--- src/rtl/core/tmhd_pkg.sv ---
// Timer heap dispatcher package: command and status codes, heap key type,
// ordering function and default sizes. No dependencies.
`timescale 1ns / 1ps
package tmhd_pkg;

	localparam int QUEUE_DEPTH_DEF = 16;
	localparam int TIMER_SLOTS_DEF = 16;
	localparam int ADDR_W          = 3;

	localparam logic [2:0] CMD_SUBMIT   = 3'd0;
	localparam logic [2:0] CMD_SCHEDULE = 3'd1;
	localparam logic [2:0] CMD_CANCEL   = 3'd2;
	localparam logic [2:0] CMD_DISPATCH = 3'd3;
	localparam logic [2:0] CMD_FLUSH    = 3'd4;

	localparam logic [2:0] RS_ACCEPTED = 3'd0;
	localparam logic [2:0] RS_FULL     = 3'd1;
	localparam logic [2:0] RS_STOPPED  = 3'd2;
	localparam logic [2:0] RS_INVALID  = 3'd3;
	localparam logic [2:0] RS_NOTFOUND = 3'd4;
	localparam logic [2:0] RS_NOTHING  = 3'd5;

	localparam logic REG_ACCEPTING = 1'b0;

	typedef struct packed {
		logic [63:0] deadline;
		logic [31:0] stamp;
	} key_t;

	function automatic logic earlier(key_t a, key_t b);
		if (a.deadline != b.deadline) begin
			return a.deadline < b.deadline;
		end
		return a.stamp < b.stamp;
	endfunction

endpackage

--- src/rtl/core/tmhd_if.sv ---
// Valid/ready channel interfaces for command items and result items.
// Depends on nothing.
`timescale 1ns / 1ps
interface tmhd_cmd_if;
	logic        valid;
	logic        ready;
	logic [2:0]  cmd;
	logic [31:0] task_id;
	logic [63:0] deadline;
	logic [3:0]  timer_slot;
	logic [15:0] timer_generation;
	logic [63:0] now_tick;

	modport source (output valid, cmd, task_id, deadline, timer_slot, timer_generation,
		now_tick, input ready);
	modport sink (input valid, cmd, task_id, deadline, timer_slot, timer_generation,
		now_tick, output ready);
endinterface

interface tmhd_res_if;
	logic        valid;
	logic        ready;
	logic [2:0]  status;
	logic [31:0] task_out;
	logic [3:0]  slot_out;
	logic [15:0] generation_out;
	logic        from_timer;
	logic [4:0]  flushed_count;

	modport source (output valid, status, task_out, slot_out, generation_out, from_timer,
		flushed_count, input ready);
	modport sink (input valid, status, task_out, slot_out, generation_out, from_timer,
		flushed_count, output ready);
endinterface

--- src/rtl/core/tmhd_ram.sv ---
// Simple dual-port synchronous RAM, one write and one registered read port.
// Depends on nothing.
`timescale 1ns / 1ps
module tmhd_ram #(
	parameter int DEPTH = 16,
	parameter int WIDTH = 32
) (
	input  logic                     clk,
	input  logic                     we,
	input  logic [$clog2(DEPTH)-1:0] waddr,
	input  logic [WIDTH-1:0]         wdata,
	input  logic [$clog2(DEPTH)-1:0] raddr,
	output logic [WIDTH-1:0]         rdata
);

	logic [WIDTH-1:0] mem [DEPTH];

	always_ff @(posedge clk) begin
		if (we) begin
			mem[waddr] <= wdata;
		end
	end

	always_ff @(posedge clk) begin
		rdata <= mem[raddr];
	end

endmodule

--- src/rtl/core/tmhd_cfg.sv ---
// APB register block holding the accepting control bit.
// Depends on tmhd_pkg.
`timescale 1ns / 1ps
module tmhd_cfg (
	input  logic                        clk,
	input  logic                        arst_n,
	input  logic                        psel,
	input  logic                        penable,
	input  logic                        pwrite,
	input  logic [tmhd_pkg::ADDR_W-1:0] paddr,
	input  logic [31:0]                 pwdata,
	output logic [31:0]                 prdata,
	output logic                        pready,
	output logic                        accepting
);

	logic accepting_q;

	assign pready    = 1'b1;
	assign accepting = accepting_q;
	assign prdata    = (paddr[2] == tmhd_pkg::REG_ACCEPTING) ? {31'd0, accepting_q} : 32'd0;

	always_ff @(posedge clk or negedge arst_n) begin
		if (!arst_n) begin
			accepting_q <= 1'b0;
		end else if (psel && penable && pwrite && paddr[2] == tmhd_pkg::REG_ACCEPTING) begin
			accepting_q <= pwdata[0];
		end
	end

endmodule

--- src/rtl/core/timer_heap_task_dispatcher.sv ---
// Timer heap task dispatcher top level: command sequencer over RAM-held heap,
// slot tables, free-slot stack and task ring. Depends on tmhd_pkg, tmhd_if,
// tmhd_ram and tmhd_cfg.
//
// Usage: commands arrive on cmd_ch (valid/ready), one result item per command
// leaves on res_ch. The accepting bit must be written over the APB port only
// while idle; the block itself does not enforce this. A command is taken only
// when the sequencer is idle; its result is loaded into an output register,
// so a stalled receiver holds the result there. The next command can still be
// taken, but its result is held back until the earlier result has been
// accepted. A timer removal (dispatch of an expired timer, cancel) walks the
// heap level by level, as does schedule. Flush repeats the removal once per
// live timer. The time taken is set by the single registered read port of the
// heap RAMs, one entry per cycle. Reset empties the heap and ring and refills
// the free-slot stack with every slot at once through counts and valid bits;
// no clearing pass is needed.
`timescale 1ns / 1ps
module timer_heap_task_dispatcher #(
	parameter int QUEUE_DEPTH = tmhd_pkg::QUEUE_DEPTH_DEF,
	parameter int TIMER_SLOTS = tmhd_pkg::TIMER_SLOTS_DEF
) (
	input  logic                        clk,
	input  logic                        arst_n,
	input  logic                        psel,
	input  logic                        penable,
	input  logic                        pwrite,
	input  logic [tmhd_pkg::ADDR_W-1:0] paddr,
	input  logic [31:0]                 pwdata,
	output logic [31:0]                 prdata,
	output logic                        pready,
	tmhd_cmd_if.sink                    cmd_ch,
	tmhd_res_if.source                  res_ch
);

	localparam int SW  = $clog2(TIMER_SLOTS);
	localparam int CW  = $clog2(TIMER_SLOTS + 1);
	localparam int QW  = $clog2(QUEUE_DEPTH);
	localparam int QCW = $clog2(QUEUE_DEPTH + 1);

	localparam logic [4:0] S_IDLE = 5'd0;
	localparam logic [4:0] S_SCHA = 5'd1;
	localparam logic [4:0] S_SCHB = 5'd2;
	localparam logic [4:0] S_CANA = 5'd3;
	localparam logic [4:0] S_DSPA = 5'd4;
	localparam logic [4:0] S_TK0  = 5'd5;
	localparam logic [4:0] S_TK1  = 5'd6;
	localparam logic [4:0] S_TK2  = 5'd7;
	localparam logic [4:0] S_UP   = 5'd8;
	localparam logic [4:0] S_UPB  = 5'd9;
	localparam logic [4:0] S_DN   = 5'd10;
	localparam logic [4:0] S_DNB  = 5'd11;
	localparam logic [4:0] S_DNC  = 5'd12;
	localparam logic [4:0] S_END  = 5'd13;
	localparam logic [4:0] S_DONE = 5'd14;

	logic accepting;

	tmhd_cfg u_cfg (
		.clk      (clk),
		.arst_n   (arst_n),
		.psel     (psel),
		.penable  (penable),
		.pwrite   (pwrite),
		.paddr    (paddr),
		.pwdata   (pwdata),
		.prdata   (prdata),
		.pready   (pready),
		.accepting(accepting)
	);

	// control state
	logic [4:0]             st_q;
	logic [CW-1:0]          heap_cnt_q;
	logic [CW-1:0]          free_cnt_q;
	logic [QW-1:0]          fifo_head_q;
	logic [QCW-1:0]         fifo_cnt_q;
	logic [31:0]            stamp_q;
	logic [TIMER_SLOTS-1:0] live_q;
	logic [TIMER_SLOTS-1:0] genv_q;
	logic [TIMER_SLOTS-1:0] freev_q;
	logic                   ovalid_q;

	// working registers
	logic [2:0]             cmd_q;
	logic [31:0]            task_q;
	logic [63:0]            dl_q;
	logic [15:0]            tgen_q;
	logic [63:0]            now_q;
	logic [SW-1:0]          s_q;
	logic [SW-1:0]          tp_q;
	logic [SW-1:0]          hole_q;
	logic                   first_q;
	tmhd_pkg::key_t         xk_q;
	logic [SW-1:0]          xs_q;
	tmhd_pkg::key_t         lk_q;
	logic [SW-1:0]          ls_q;
	logic [CW-1:0]          fl_n_q;

	logic [2:0]  r_status_q;
	logic [31:0] r_task_q;
	logic [3:0]  r_slot_q;
	logic [15:0] r_gen_q;
	logic        r_ft_q;
	logic [4:0]  r_fl_q;

	logic [2:0]  o_status_q;
	logic [31:0] o_task_q;
	logic [3:0]  o_slot_q;
	logic [15:0] o_gen_q;
	logic        o_ft_q;
	logic [4:0]  o_fl_q;

	// RAM ports
	logic           hk_we, hs_we, pos_we, tsk_we, gen_we, fr_we, ff_we;
	logic [SW-1:0]  hk_wa, hk_ra, pos_wa, pos_ra, tsk_wa, tsk_ra, gen_wa, gen_ra;
	logic [SW-1:0]  fr_wa, fr_ra;
	logic [QW-1:0]  ff_wa;
	tmhd_pkg::key_t hk_wd, hk_rd;
	logic [SW-1:0]  hs_wd, hs_rd, pos_wd, pos_rd, fr_wd, fr_rd;
	logic [31:0]    tsk_wd, tsk_rd, ff_wd, ff_rd;
	logic [15:0]    gen_wd, gen_rd;

	tmhd_ram #(.DEPTH(TIMER_SLOTS), .WIDTH($bits(tmhd_pkg::key_t))) u_heap_key (
		.clk(clk), .we(hk_we), .waddr(hk_wa), .wdata(hk_wd), .raddr(hk_ra), .rdata(hk_rd));
	tmhd_ram #(.DEPTH(TIMER_SLOTS), .WIDTH(SW)) u_heap_slot (
		.clk(clk), .we(hs_we), .waddr(hk_wa), .wdata(hs_wd), .raddr(hk_ra), .rdata(hs_rd));
	tmhd_ram #(.DEPTH(TIMER_SLOTS), .WIDTH(SW)) u_slot_pos (
		.clk(clk), .we(pos_we), .waddr(pos_wa), .wdata(pos_wd), .raddr(pos_ra),
		.rdata(pos_rd));
	tmhd_ram #(.DEPTH(TIMER_SLOTS), .WIDTH(32)) u_slot_task (
		.clk(clk), .we(tsk_we), .waddr(tsk_wa), .wdata(tsk_wd), .raddr(tsk_ra),
		.rdata(tsk_rd));
	tmhd_ram #(.DEPTH(TIMER_SLOTS), .WIDTH(16)) u_slot_gen (
		.clk(clk), .we(gen_we), .waddr(gen_wa), .wdata(gen_wd), .raddr(gen_ra),
		.rdata(gen_rd));
	tmhd_ram #(.DEPTH(TIMER_SLOTS), .WIDTH(SW)) u_free_stack (
		.clk(clk), .we(fr_we), .waddr(fr_wa), .wdata(fr_wd), .raddr(fr_ra), .rdata(fr_rd));
	tmhd_ram #(.DEPTH(QUEUE_DEPTH), .WIDTH(32)) u_fifo (
		.clk(clk), .we(ff_we), .waddr(ff_wa), .wdata(ff_wd), .raddr(fifo_head_q),
		.rdata(ff_rd));

	// decode of the offered command
	logic          acc;
	logic [SW-1:0] in_slot;
	logic          bad_task, sub_ok, sch_ok, can_ok;
	logic [QW:0]   tail_sum;
	logic [QW-1:0] tail;

	assign acc      = cmd_ch.valid && cmd_ch.ready;
	assign in_slot  = SW'(cmd_ch.timer_slot);
	assign bad_task = (cmd_ch.task_id == 32'd0);
	assign sub_ok   = !bad_task && accepting && (32'(fifo_cnt_q) < 32'(QUEUE_DEPTH));
	assign sch_ok   = !bad_task && accepting && (free_cnt_q != '0)
		&& (32'(heap_cnt_q) < 32'(TIMER_SLOTS));
	assign can_ok   = (cmd_ch.timer_generation != 16'd0)
		&& (32'(cmd_ch.timer_slot) < 32'(TIMER_SLOTS)) && live_q[in_slot];
	assign tail_sum = (QW+1)'(fifo_head_q) + (QW+1)'(fifo_cnt_q);
	assign tail     = (32'(tail_sum) >= 32'(QUEUE_DEPTH))
		? QW'(32'(tail_sum) - 32'(QUEUE_DEPTH)) : QW'(tail_sum);

	// sequencer helpers
	logic [SW-1:0] fidx, s_new, last, par;
	logic [SW:0]   lc, rc;
	logic [15:0]   g_old, g_new;
	logic          l_in, r_in, up_lt, dn_l_lt, r_lt_l;
	tmhd_pkg::key_t mk;
	logic [SW-1:0]  ms;
	logic [SW-1:0]  mpos;

	assign fidx   = SW'(free_cnt_q - CW'(1));
	assign s_new  = freev_q[fidx] ? fr_rd : SW'(TIMER_SLOTS - 1 - 32'(fidx));
	assign last   = SW'(heap_cnt_q - CW'(1));
	assign par    = SW'((hole_q - SW'(1)) >> 1);
	assign lc     = {hole_q, 1'b1};
	assign rc     = lc + (SW+1)'(1);
	assign l_in   = 32'(lc) < 32'(heap_cnt_q);
	assign r_in   = 32'(rc) < 32'(heap_cnt_q);
	assign g_old  = genv_q[s_q] ? gen_rd : 16'd0;
	assign g_new  = (g_old == 16'hFFFF) ? 16'd1 : g_old + 16'd1;
	assign up_lt  = tmhd_pkg::earlier(xk_q, hk_rd);
	assign dn_l_lt = tmhd_pkg::earlier(hk_rd, xk_q);
	assign r_lt_l = tmhd_pkg::earlier(hk_rd, lk_q);
	assign mk     = r_lt_l ? hk_rd : lk_q;
	assign ms     = r_lt_l ? hs_rd : ls_q;
	assign mpos   = r_lt_l ? SW'(rc) : SW'(lc);

	always_comb begin
		hk_we  = 1'b0; hs_we = 1'b0; hk_wa = '0; hk_wd = xk_q; hs_wd = xs_q; hk_ra = '0;
		pos_we = 1'b0; pos_wa = xs_q; pos_wd = hole_q; pos_ra = in_slot;
		tsk_we = 1'b0; tsk_wa = s_new; tsk_wd = task_q; tsk_ra = hs_rd;
		gen_we = 1'b0; gen_wa = s_q; gen_wd = g_new; gen_ra = in_slot;
		fr_we  = 1'b0; fr_wa = SW'(free_cnt_q); fr_wd = s_q; fr_ra = SW'(free_cnt_q - CW'(1));
		ff_we  = 1'b0; ff_wa = tail; ff_wd = cmd_ch.task_id;
		unique case (st_q)
			S_IDLE: begin
				if (acc && cmd_ch.cmd == tmhd_pkg::CMD_SUBMIT && sub_ok) begin
					ff_we = 1'b1;
				end
			end
			S_SCHA: begin
				gen_ra = s_new;
				tsk_we = 1'b1;
			end
			S_SCHB: begin
				gen_we = 1'b1;
			end
			S_TK0: begin
				hk_ra = tp_q;
			end
			S_TK1: begin
				hk_ra = last;
			end
			S_TK2: begin
				fr_we = 1'b1;
				hk_ra = SW'((tp_q - SW'(1)) >> 1);
			end
			S_UP: begin
				hk_ra = par;
				if (hole_q == '0) begin
					hk_we = 1'b1; hs_we = 1'b1; hk_wa = hole_q; pos_we = 1'b1;
				end
			end
			S_UPB: begin
				if (up_lt) begin
					hk_we = 1'b1; hs_we = 1'b1; hk_wa = hole_q; hk_wd = hk_rd; hs_wd = hs_rd;
					pos_we = 1'b1; pos_wa = hs_rd;
				end else if (!first_q) begin
					hk_we = 1'b1; hs_we = 1'b1; hk_wa = hole_q; pos_we = 1'b1;
				end
			end
			S_DN: begin
				hk_ra = SW'(lc);
				if (!l_in) begin
					hk_we = 1'b1; hs_we = 1'b1; hk_wa = hole_q; pos_we = 1'b1;
				end
			end
			S_DNB: begin
				hk_ra = SW'(rc);
				if (!r_in) begin
					hk_we = 1'b1; hs_we = 1'b1; hk_wa = hole_q; pos_we = 1'b1;
					if (dn_l_lt) begin
						hk_wd = hk_rd; hs_wd = hs_rd; pos_wa = hs_rd;
					end
				end
			end
			S_DNC: begin
				hk_we = 1'b1; hs_we = 1'b1; hk_wa = hole_q; pos_we = 1'b1;
				if (tmhd_pkg::earlier(mk, xk_q)) begin
					hk_wd = mk; hs_wd = ms; pos_wa = ms;
				end
			end
			default: begin
			end
		endcase
	end

	always_ff @(posedge clk or negedge arst_n) begin
		if (!arst_n) begin
			st_q        <= S_IDLE;
			heap_cnt_q  <= '0;
			free_cnt_q  <= CW'(TIMER_SLOTS);
			fifo_head_q <= '0;
			fifo_cnt_q  <= '0;
			stamp_q     <= '0;
			live_q      <= '0;
			genv_q      <= '0;
			freev_q     <= '0;
			ovalid_q    <= 1'b0;
		end else begin
			if (res_ch.ready) begin
				ovalid_q <= 1'b0;
			end
			unique case (st_q)
				S_IDLE: begin
					if (acc) begin
						cmd_q      <= cmd_ch.cmd;
						task_q     <= cmd_ch.task_id;
						dl_q       <= cmd_ch.deadline;
						tgen_q     <= cmd_ch.timer_generation;
						now_q      <= cmd_ch.now_tick;
						r_task_q   <= '0;
						r_slot_q   <= '0;
						r_gen_q    <= '0;
						r_ft_q     <= 1'b0;
						r_fl_q     <= '0;
						r_status_q <= tmhd_pkg::RS_ACCEPTED;
						fl_n_q     <= '0;
						tp_q       <= '0;
						st_q       <= S_DONE;
						case (cmd_ch.cmd)
							tmhd_pkg::CMD_SUBMIT, tmhd_pkg::CMD_SCHEDULE: begin
								if (bad_task) begin
									r_status_q <= tmhd_pkg::RS_INVALID;
								end else if (!accepting) begin
									r_status_q <= tmhd_pkg::RS_STOPPED;
								end else if (cmd_ch.cmd == tmhd_pkg::CMD_SUBMIT) begin
									if (sub_ok) begin
										fifo_cnt_q <= fifo_cnt_q + QCW'(1);
									end else begin
										r_status_q <= tmhd_pkg::RS_FULL;
									end
								end else if (sch_ok) begin
									st_q <= S_SCHA;
								end else begin
									r_status_q <= tmhd_pkg::RS_FULL;
								end
							end
							tmhd_pkg::CMD_CANCEL: begin
								s_q <= in_slot;
								if (can_ok) begin
									st_q <= S_CANA;
								end else begin
									r_status_q <= tmhd_pkg::RS_NOTFOUND;
								end
							end
							tmhd_pkg::CMD_DISPATCH: begin
								st_q <= S_DSPA;
							end
							tmhd_pkg::CMD_FLUSH: begin
								if (heap_cnt_q != '0) begin
									st_q <= S_TK0;
								end
							end
							default: begin
								r_status_q <= tmhd_pkg::RS_INVALID;
							end
						endcase
					end
				end
				S_SCHA: begin
					s_q        <= s_new;
					xs_q       <= s_new;
					xk_q       <= '{deadline: dl_q, stamp: stamp_q};
					stamp_q    <= (stamp_q == 32'hFFFF_FFFF) ? 32'd1 : stamp_q + 32'd1;
					free_cnt_q <= free_cnt_q - CW'(1);
					hole_q     <= SW'(heap_cnt_q);
					heap_cnt_q <= heap_cnt_q + CW'(1);
					live_q[s_new] <= 1'b1;
					first_q    <= 1'b0;
					st_q       <= S_SCHB;
				end
				S_SCHB: begin
					genv_q[s_q] <= 1'b1;
					r_slot_q    <= 4'(s_q);
					r_gen_q     <= g_new;
					st_q        <= S_UP;
				end
				S_CANA: begin
					if (gen_rd == tgen_q) begin
						tp_q <= pos_rd;
						st_q <= S_TK0;
					end else begin
						r_status_q <= tmhd_pkg::RS_NOTFOUND;
						st_q       <= S_DONE;
					end
				end
				S_DSPA: begin
					if (heap_cnt_q != '0 && hk_rd.deadline <= now_q) begin
						r_ft_q <= 1'b1;
						st_q   <= S_TK0;
					end else if (fifo_cnt_q != '0) begin
						r_task_q    <= ff_rd;
						fifo_head_q <= (32'(fifo_head_q) == QUEUE_DEPTH - 1) ? '0
							: fifo_head_q + QW'(1);
						fifo_cnt_q  <= fifo_cnt_q - QCW'(1);
						st_q        <= S_DONE;
					end else begin
						r_status_q <= tmhd_pkg::RS_NOTHING;
						st_q       <= S_DONE;
					end
				end
				S_TK0: begin
					st_q <= S_TK1;
				end
				S_TK1: begin
					s_q  <= hs_rd;
					st_q <= S_TK2;
				end
				S_TK2: begin
					xk_q          <= hk_rd;
					xs_q          <= hs_rd;
					heap_cnt_q    <= heap_cnt_q - CW'(1);
					free_cnt_q    <= free_cnt_q + CW'(1);
					freev_q[SW'(free_cnt_q)] <= 1'b1;
					live_q[s_q]   <= 1'b0;
					hole_q        <= tp_q;
					first_q       <= 1'b1;
					if (cmd_q == tmhd_pkg::CMD_DISPATCH) begin
						r_task_q <= tsk_rd;
					end
					if (tp_q == last) begin
						st_q <= S_END;
					end else if (tp_q != '0) begin
						st_q <= S_UPB;
					end else begin
						st_q <= S_DN;
					end
				end
				S_UP: begin
					st_q <= (hole_q == '0) ? S_END : S_UPB;
				end
				S_UPB: begin
					first_q <= 1'b0;
					if (up_lt) begin
						hole_q <= par;
						st_q   <= S_UP;
					end else begin
						st_q <= first_q ? S_DN : S_END;
					end
				end
				S_DN: begin
					st_q <= l_in ? S_DNB : S_END;
				end
				S_DNB: begin
					lk_q <= hk_rd;
					ls_q <= hs_rd;
					if (r_in) begin
						st_q <= S_DNC;
					end else if (dn_l_lt) begin
						hole_q <= SW'(lc);
						st_q   <= S_DN;
					end else begin
						st_q <= S_END;
					end
				end
				S_DNC: begin
					if (tmhd_pkg::earlier(mk, xk_q)) begin
						hole_q <= mpos;
						st_q   <= S_DN;
					end else begin
						st_q <= S_END;
					end
				end
				S_END: begin
					if (cmd_q == tmhd_pkg::CMD_FLUSH) begin
						fl_n_q <= fl_n_q + CW'(1);
						r_fl_q <= 5'(fl_n_q + CW'(1));
						tp_q   <= '0;
						st_q   <= (heap_cnt_q != '0) ? S_TK0 : S_DONE;
					end else begin
						st_q <= S_DONE;
					end
				end
				S_DONE: begin
					if (!ovalid_q || res_ch.ready) begin
						ovalid_q <= 1'b1;
						st_q     <= S_IDLE;
					end
				end
				default: begin
					st_q <= S_IDLE;
				end
			endcase
		end
	end

	always_ff @(posedge clk) begin
		if (st_q == S_DONE && (!ovalid_q || res_ch.ready)) begin
			o_status_q <= r_status_q;
			o_task_q   <= r_task_q;
			o_slot_q   <= r_slot_q;
			o_gen_q    <= r_gen_q;
			o_ft_q     <= r_ft_q;
			o_fl_q     <= r_fl_q;
		end
	end

	assign cmd_ch.ready          = (st_q == S_IDLE);
	assign res_ch.valid          = ovalid_q;
	assign res_ch.status         = o_status_q;
	assign res_ch.task_out       = o_task_q;
	assign res_ch.slot_out       = o_slot_q;
	assign res_ch.generation_out = o_gen_q;
	assign res_ch.from_timer     = o_ft_q;
	assign res_ch.flushed_count  = o_fl_q;

	a_heap_bound: assert property (@(posedge clk) disable iff (!arst_n)
		32'(heap_cnt_q) <= TIMER_SLOTS)
		else $error("heap count beyond slot count");
	a_slot_sum: assert property (@(posedge clk) disable iff (!arst_n)
		st_q == S_IDLE |-> 32'(heap_cnt_q) + 32'(free_cnt_q) == TIMER_SLOTS)
		else $error("heap and free counts disagree");
	a_live_cnt: assert property (@(posedge clk) disable iff (!arst_n)
		st_q == S_IDLE |-> $countones(live_q) == 32'(heap_cnt_q))
		else $error("live slots disagree with heap count");
	a_fifo_bound: assert property (@(posedge clk) disable iff (!arst_n)
		32'(fifo_cnt_q) <= QUEUE_DEPTH)
		else $error("ring count overflow");

endmodule
--- src/flat_wrapper.sv ---
// flat-port wrapper written by rule: the top's interface ports become plain ports
module timer_heap_task_dispatcher_flat 
#(
	parameter int QUEUE_DEPTH = tmhd_pkg::QUEUE_DEPTH_DEF,
	parameter int TIMER_SLOTS = tmhd_pkg::TIMER_SLOTS_DEF
)
  (clk, arst_n, psel, penable, pwrite, paddr, pwdata, prdata, pready, cmd_ch_valid, cmd_ch_cmd, cmd_ch_task_id, cmd_ch_deadline, cmd_ch_timer_slot, cmd_ch_timer_generation, cmd_ch_now_tick, cmd_ch_ready, res_ch_valid, res_ch_status, res_ch_task_out, res_ch_slot_out, res_ch_generation_out, res_ch_from_timer, res_ch_flushed_count, res_ch_ready);
  tmhd_cmd_if cmd_ch_i ();
  tmhd_res_if res_ch_i ();
  input  logic clk;
  input  logic arst_n;
  input  logic psel;
  input  logic penable;
  input  logic pwrite;
  input  logic [tmhd_pkg::ADDR_W-1:0] paddr;
  input  logic [31:0] pwdata;
  output logic [31:0] prdata;
  output logic pready;
  input wire logic [$bits(cmd_ch_i.valid)-1:0] cmd_ch_valid;
  input wire logic [$bits(cmd_ch_i.cmd)-1:0] cmd_ch_cmd;
  input wire logic [$bits(cmd_ch_i.task_id)-1:0] cmd_ch_task_id;
  input wire logic [$bits(cmd_ch_i.deadline)-1:0] cmd_ch_deadline;
  input wire logic [$bits(cmd_ch_i.timer_slot)-1:0] cmd_ch_timer_slot;
  input wire logic [$bits(cmd_ch_i.timer_generation)-1:0] cmd_ch_timer_generation;
  input wire logic [$bits(cmd_ch_i.now_tick)-1:0] cmd_ch_now_tick;
  output wire logic [$bits(cmd_ch_i.ready)-1:0] cmd_ch_ready;
  output wire logic [$bits(res_ch_i.valid)-1:0] res_ch_valid;
  output wire logic [$bits(res_ch_i.status)-1:0] res_ch_status;
  output wire logic [$bits(res_ch_i.task_out)-1:0] res_ch_task_out;
  output wire logic [$bits(res_ch_i.slot_out)-1:0] res_ch_slot_out;
  output wire logic [$bits(res_ch_i.generation_out)-1:0] res_ch_generation_out;
  output wire logic [$bits(res_ch_i.from_timer)-1:0] res_ch_from_timer;
  output wire logic [$bits(res_ch_i.flushed_count)-1:0] res_ch_flushed_count;
  input wire logic [$bits(res_ch_i.ready)-1:0] res_ch_ready;
  assign cmd_ch_i.valid = cmd_ch_valid;
  assign cmd_ch_i.cmd = cmd_ch_cmd;
  assign cmd_ch_i.task_id = cmd_ch_task_id;
  assign cmd_ch_i.deadline = cmd_ch_deadline;
  assign cmd_ch_i.timer_slot = cmd_ch_timer_slot;
  assign cmd_ch_i.timer_generation = cmd_ch_timer_generation;
  assign cmd_ch_i.now_tick = cmd_ch_now_tick;
  assign cmd_ch_ready = cmd_ch_i.ready;
  assign res_ch_valid = res_ch_i.valid;
  assign res_ch_status = res_ch_i.status;
  assign res_ch_task_out = res_ch_i.task_out;
  assign res_ch_slot_out = res_ch_i.slot_out;
  assign res_ch_generation_out = res_ch_i.generation_out;
  assign res_ch_from_timer = res_ch_i.from_timer;
  assign res_ch_flushed_count = res_ch_i.flushed_count;
  assign res_ch_i.ready = res_ch_ready;
  timer_heap_task_dispatcher #(.QUEUE_DEPTH(QUEUE_DEPTH), .TIMER_SLOTS(TIMER_SLOTS)) u_core (.clk(clk), .arst_n(arst_n), .psel(psel), .penable(penable), .pwrite(pwrite), .paddr(paddr), .pwdata(pwdata), .prdata(prdata), .pready(pready), .cmd_ch(cmd_ch_i), .res_ch(res_ch_i));
endmodule
--- config.mk ---
export PLATFORM = sky130hd
export DESIGN_NAME = timer_heap_task_dispatcher_flat
export DESIGN_NICKNAME = d
export VERILOG_FILES = /design/src/rtl/core/tmhd_pkg.sv /design/src/rtl/core/tmhd_if.sv /design/src/rtl/core/tmhd_ram.sv /design/src/rtl/core/tmhd_cfg.sv /design/src/rtl/core/timer_heap_task_dispatcher.sv /design/src/flat_wrapper.sv
export SDC_FILE = /design/constraint.sdc
export NUM_CORES = 2
export LEC_CHECK = 0
export BUFFER_PORTS_ARGS = -buffer_cell sky130_fd_sc_hd__buf_2
export CORE_AREA = 2 2 628 630
export DETAILED_ROUTE_END_ITERATION = 10
export DIE_AREA = 0 0 630 632
export HOLD_SLACK_MARGIN = 0.1
export SYNTH_ARGS = -nofsm -noshare
export SYNTH_HDL_FRONTEND = slang
export SYNTH_SLANG_ARGS = --single-unit
export TNS_END_PERCENT = 100
--- constraint.sdc ---
create_clock -name clk -period 14.8 [get_ports clk]
set_input_delay 2.96 -clock clk [delete_from_list [all_inputs] [get_ports clk]]
set_output_delay 2.96 -clock clk [all_outputs]
set_load 0.01 [all_outputs]
== After elaboration in Yosys (flattened, before gate mapping) ==
Memories as Yosys holds them, arrays and structs flattened. A register that Yosys moved wholly into a read port is not among the register bits.
Index checks and enable logic that the tools add are counted.

* Flip-flop bits (word level): 620
* Memory bits (writable): 3008
* Memories kept: 7

* $add $sub $neg: 16
* Order comparisons: 22
* Equal/unequal tests: 49
* Multiplexer cells: 153
* Bitwise gates (word level): 7
* Reduce and logical (&&, ||, !) cells: 56

{| class="wikitable"
|+ Memory list
! name !! words !! bits a word !! read ports !! clocked after Yosys merged registers in !! write ports !! line !! RTL
|-
| u_core.u_heap_key.mem || 16 || 96 || 1 || 1 || 1 || tmhd_ram.sv:16 || <nowiki>logic [WIDTH-1:0] mem [DEPTH];</nowiki>
|-
| u_core.u_fifo.mem || 16 || 32 || 1 || 1 || 1 || tmhd_ram.sv:16 ||
|-
| u_core.u_slot_task.mem || 16 || 32 || 1 || 1 || 1 || tmhd_ram.sv:16 ||
|-
| u_core.u_slot_gen.mem || 16 || 16 || 1 || 1 || 1 || tmhd_ram.sv:16 ||
|-
| u_core.u_free_stack.mem || 16 || 4 || 1 || 1 || 1 || tmhd_ram.sv:16 ||
|-
| u_core.u_heap_slot.mem || 16 || 4 || 1 || 1 || 1 || tmhd_ram.sv:16 ||
|-
| +1 memories || -- || -- || -- || -- || -- || -- ||
|}

{| class="wikitable"
|+ Operators by type and width
! operator !! count
|-
| 96-bit two-way mux || 5
|-
| 96-bit one-hot mux with 3 select lines || 1
|-
| 64-bit less-than comparator || 4
|-
| 64-bit != test || 4
|-
| 96-bit one-hot mux with 2 select lines || 1
|-
| 32-bit two-way mux || 5
|-
| 32-bit less-than comparator || 4
|-
| 4-bit two-way mux || 30
|-
| 32-bit one-hot mux with 3 select lines || 1
|-
| 5-bit two-way mux || 18
|-
| 5-bit one-hot mux with 15 select lines || 1
|-
| 64-bit <= comparator || 1
|-
| 16-bit one-hot mux with 2 select lines || 2
|-
| 1-bit two-way mux || 48
|-
| 16-bit two-way mux || 3
|-
| 16-bit bitwise OR || 3
|-
| 4-bit one-hot mux with 5 select lines || 2
|-
| 5-bit one-hot mux with 2 select lines || 4
|-
| 3-bit two-way mux || 13
|-
| 4-bit one-hot mux with 3 select lines || 3
|-
| 5-bit by 4-bit equality test with 1-bit output (second input constant) || 7
|-
| 32-bit by 1-bit adder with 32-bit output (second input constant) || 1
|-
| 32-bit equality test (second input constant) || 1
|-
| 32-bit logical NOT || 1
|-
| other kinds (54) || 140
|}

== Depth between registers and ports, before layout ==
* Depth after elaboration: 12
* Gate-level depth with buffers: 26

== Cells and area by module ==
From an unflattened synthesis, not the netlist that was laid out.

* Cells, all modules: 8360
* Area, all modules: 153274.5 um^2

{| class="wikitable"
|+ By module, submodules not included
! module !! instances !! cells an instance !! area an instance (um^2) !! seq. area each (um^2)
|-
| tmhd_ram (u_core.u_heap_key) || 1 || 2460 || 59355.7 || 48046.1
|-
| tmhd_ram (u_core.u_fifo ...) || 2 || 838 || 19835.3 || 16015.4
|-
| timer_heap_task_dispatcher || 1 || 3364 || 35905.7 || 18038.6
|-
| tmhd_ram (u_core.u_slot_gen) || 1 || 432 || 10042.1 || 8007.7
|-
| tmhd_ram (u_core.u_free_stack ...) || 3 || 130 || 2666.3 || 2001.9
|-
| tmhd_cfg || 1 || 38 || 301.5 || 25.0
|}

== Least setup slack after synthesis ==
OpenSTA, ideal clock, no wires.

* Path kind: reg-to-reg
* Start point: reg u_core.hole_q[1]
* End point: mem u_core.u_heap_key.mem[12][0] in the netlist's numbering, enable pin
* Setup time: 0.681 ns
* Arrival: 9.123 ns
* Required time: 14.119 ns
* Setup slack: 4.997 ns
* Stages on the path, launching flop included: 12
* Path buffers: 1
* Period minus slack after synthesis: 9.803 ns
* Cells stage by stage: edfxtp_1 -> clkbuf_1 -> inv_1 -> ha_1 -> ha_1 -> a21oi_1 -> o21a_1 -> nor3_1 -> o21ai_0 -> nand2_1 -> nand3_1 -> nor3_1

* Cells in the longest elaborated chain, start to end: 6

{| class="wikitable"
|+ Ends and longest elaborated chain
! what !! line !! RTL
|-
| from (decl) || timer_heap_task_dispatcher.sv:91 || <nowiki>logic [SW-1:0] hole_q;</nowiki>
|-
| from (signal assigned) || timer_heap_task_dispatcher.sv:336 || <nowiki>hole_q <= SW'(heap_cnt_q);</nowiki>
|-
| from (signal assigned) || timer_heap_task_dispatcher.sv:386 || <nowiki>hole_q <= tp_q;</nowiki>
|-
| from (signal assigned) || timer_heap_task_dispatcher.sv:405 || <nowiki>hole_q <= par;</nowiki>
|-
| 5-bit by 1-bit adder with 5-bit output || timer_heap_task_dispatcher.sv:175 || <nowiki>assign rc = lc + (SW+1)'(1);</nowiki>
|-
| 5-bit less-than comparator || timer_heap_task_dispatcher.sv:177 || <nowiki>assign r_in = 32'(rc) < 32'(heap_cnt_q);</nowiki>
|-
| 1-bit two-way mux || timer_heap_task_dispatcher.sv:239 || <nowiki>if (!r_in) begin</nowiki>
|-
| 1-bit one-hot mux with 5 select lines || timer_heap_task_dispatcher.sv:194 || <nowiki>unique case (st_q)</nowiki>
|-
| 1-bit two-way mux || tmhd_ram.sv:19 || <nowiki>if (we) begin</nowiki>
|-
| 1-bit two-way mux (not written as such) || tmhd_ram.sv:20 || <nowiki>mem[waddr] <= wdata;</nowiki>
|-
| to (decl) || tmhd_ram.sv:16 ||
|}

Several ways; a longest one is shown, not always the timed one.

==> run metrics <==
R2R setup slack about 4.2 ns; Layout Cells excl Fill 15890; most common cell after layout, fill and taps aside edfxtp_1; Num CTS Buffers roughly 380; Initial Utilization about two fifths; worst path cell trace ha_1 -> nand4_1 -> nor4_1 -> o2111ai_1 -> a21oi_4 -> buf_4 -> mux2_2 -> ha_1 -> nand4_1 -> nor4_1 -> nand4_1 -> a31o_2 -> nand3_1 -> and3_1 -> a211oi_2 -> nand3b_4 -> buf_4 -> buf_4 -> a221o_1; top-area cell type share of the netlist area roughly 68%; Skew-Pair Late Insertion Delay between 0.9 and 1 ns; register area share after synthesis 71.80%; Total GRT Usage ~20%; initial drt markers 8605; leakage about 60 nW; Critical Path Start Type register; CP endpoint kind register; Crit Path Category reg2reg; Worst-path clk slew 0.06 ns; Seq cells post-synth approximately 3800; die area between 300000 and 400000 sq um; io pins between 300 and 400; skew final just over 0.07 ns; WL final 400.4 mm; clk sinks between 3000 and 4000; hpwl dp 219.8 mm; Worst Path Max Fanout 56; Syn Area/Cell 15.51 sq um; Routed Antenna Nets 0; post-layout util a little under half; number of vias in the routed layout between 80000 and 90000; min Tclk post-route roughly 11 ns; Core Footprint around 390000 sq um; WL per Instance around 25 um; ys async rst share between 2 and 3%; Setup WS post-layout roughly 4.2 ns; setup violators final 0; Design Area, Final between 150000 and 200000 sq um; actual transition at the worst max-transition pin about 1.3 ns; CTS tree built; Synth Warn # 0; Critical Path Max Stage Delay approximately 0.82 ns; RSZ-0062 raised after global routing false; DRC errors left 0; antenna violations before repair 39; die extent in x between 600 and 700 um; Fillers approximately 34000; cell depth of the worst setup path 19; Rel. slew slack between 10% and 20%; reg2reg end u_core.u_heap_key.mem[10][44]; row count 230; crit-path leading delay family simple AND/OR/NAND/NOR gates; CP Capture Point u_core.u_heap_key.mem[10][44]; synthesized cell area 156200 sq um; clock buffer depth 4; depth of the CTS H-tree 5; Inst Count DP 15160; Place WS 4.327 ns; Most used DFF post-synth edfxtp_1; fraction of layout cells with a size suffix above 1 14.89%; Chip Height around 630 um; Final period util 71.86%; # nets final roughly 11000; largest net degree at the start of global routing 215; final hold vios 0; Tot Pwr 35.79 mW; worst min path class reg2reg; max-cap viol count 0; Pwr Density ~200 nW/um^2; Netlist cell types 83; total gr overflow 0; worst r2r path cells 19; worst r2r src u_core.u_heap_key.rdata[95]; Post-synth EDFFs between 3000 and 4000; Root Driver clkbuf_16; Data required, critical path 15.43 ns; RD Place Congestion 0.8646; synth top area cells edfxtp_1, mux4_2, ha_1, nand2_1, a211oi_1; routed vias/inst approximately 5.6; Max Freq 94.02 MHz; Post-Place Cell Area between 150000 and 200000 sq um; Max Slew Vio Count 0; status complete, no violations; worst hold slack 0.4180 ns; number of global-route vias before repair about 89000; slowest CP cell nor4_1; CP arrival 11.26 ns; global-route wire length before repair between 500 and 600 mm; DRT Pass-1 Iters 8; TNS Setup 0 ns; Worst VDD drop approximately 0.00028 V; CTS resizes 0; crit path buf inv count 3; cts hold-fix bufs 0; Area Growth Syn to Fin 13.10%; Mapped Cells 10070; post-synth top area cell edfxtp_1; input/output buffers between 200 and 300; commonest cells after routing, fill and taps aside edfxtp_1, nand2_1, and2_1, a211oi_1, clkbuf_16; postcts setup bufs 0; critical path startpoint u_core.u_heap_key.rdata[95]
==> kinds of logic after synthesis <==
| family | count (synthesis) | synth area share (%) |
|---|---|---|
| xor+xnor | 92 | 0.5206 |
| mux | 596 | 6.641 |
| simple gates | 2348 | 7.116 |
| fa+ha+maj | 382 | 3.069 |
| flops | 3815 | 71.80 |
| compound gates | 1923 | 8.535 |
| buf+inv | 916 | 2.313 |
| other cells | 2 | 0.004808 |
==> sequential cells by signal, summed over array words and instances (netlist names), 64 cells and up <==
register and flops:
u_core.u_slot_pos.mem 64, u_core.dl_q 64, u_core.now_q 64, u_core.u_heap_slot.mem 64, u_core.xk_q 96, u_core.u_free_stack.mem 64
u_core.u_heap_key.rdata 96, u_core.u_slot_task.mem 512, u_core.u_heap_key.mem 1536, u_core.u_slot_gen.mem 256, u_core.lk_q 96, u_core.u_fifo.mem 512
==> worst min-delay path by stage <==
stage,to,slack (ns),startpoint,cells past startpoint
after global routing,u_core.res_ch.task_out[20],0.42,u_core.r_task_q[20],0
after CTS,u_core.res_ch.generation_out[15],0.42,u_core.r_gen_q[15],0
after floorplan,u_core.res_ch.from_timer,0.40,u_core.r_ft_q,0
final,u_core.res_ch.generation_out[15],0.42,u_core.r_gen_q[15],0
after detailed placement,u_core.res_ch.generation_out[15],0.40,u_core.r_gen_q[15],0
after global placement,u_core.res_ch.generation_out[3],0.40,u_core.r_gen_q[3],0
==> layout make-up <==
type                    instances  area (sq um)  area share [%]
repair buffers                424          2764           1.565
clock buffers                 511         10530           5.961
clock inverters               212          2303           1.304
flip-flops and latches       3815        112200           63.50
well taps                    5220          6531           3.697
multi-input cells            5373         41100           23.26
inverters                     324          1221          0.6913
diodes                         15         37.54         0.02125
==> layer usage <==
| layer | track usage, % | vias up | routed length, um |
|---|---|---|---|
| met5 | 0 | - | 150 |
| li1 | - | 39630 | - |
| met2 | 32.25 | 3028 | 191300 |
| met4 | 6.691 | 26 | 13570 |
| met3 | 2.642 | 662 | 24860 |
| met1 | 26.66 | 46070 | 170500 |
==> power breakdown <==
part | total, mW | switching, mW | internal, mW
Combinational | 11.4 | 7.49 | 3.92
Sequential | 14.6 | 0.815 | 13.8
Clock | 9.80 | 4.15 | 5.65
==> cells in the mapped netlist (all sizes together) (68+ instances only) <==
| cell type | count |
|---|---|
| and2 | 529 |
| nand4 | 87 |
| o21ai | 236 |
| a31oi | 212 |
| a311oi | 203 |
| dfrtp | 104 |
| ha | 380 |
| nand3 | 68 |
| a211oi | 523 |
| buf | 117 |
| dfxtp | 188 |
| mux2 | 100 |
| clkbuf | 475 |
| nand2 | 1232 |
| inv | 324 |
| a221o | 104 |
| nor2 | 183 |
| edfxtp | 3522 |
| a21oi | 390 |
| mux2i | 154 |
| mux4 | 342 |
(Power assumes the default switching activity.)
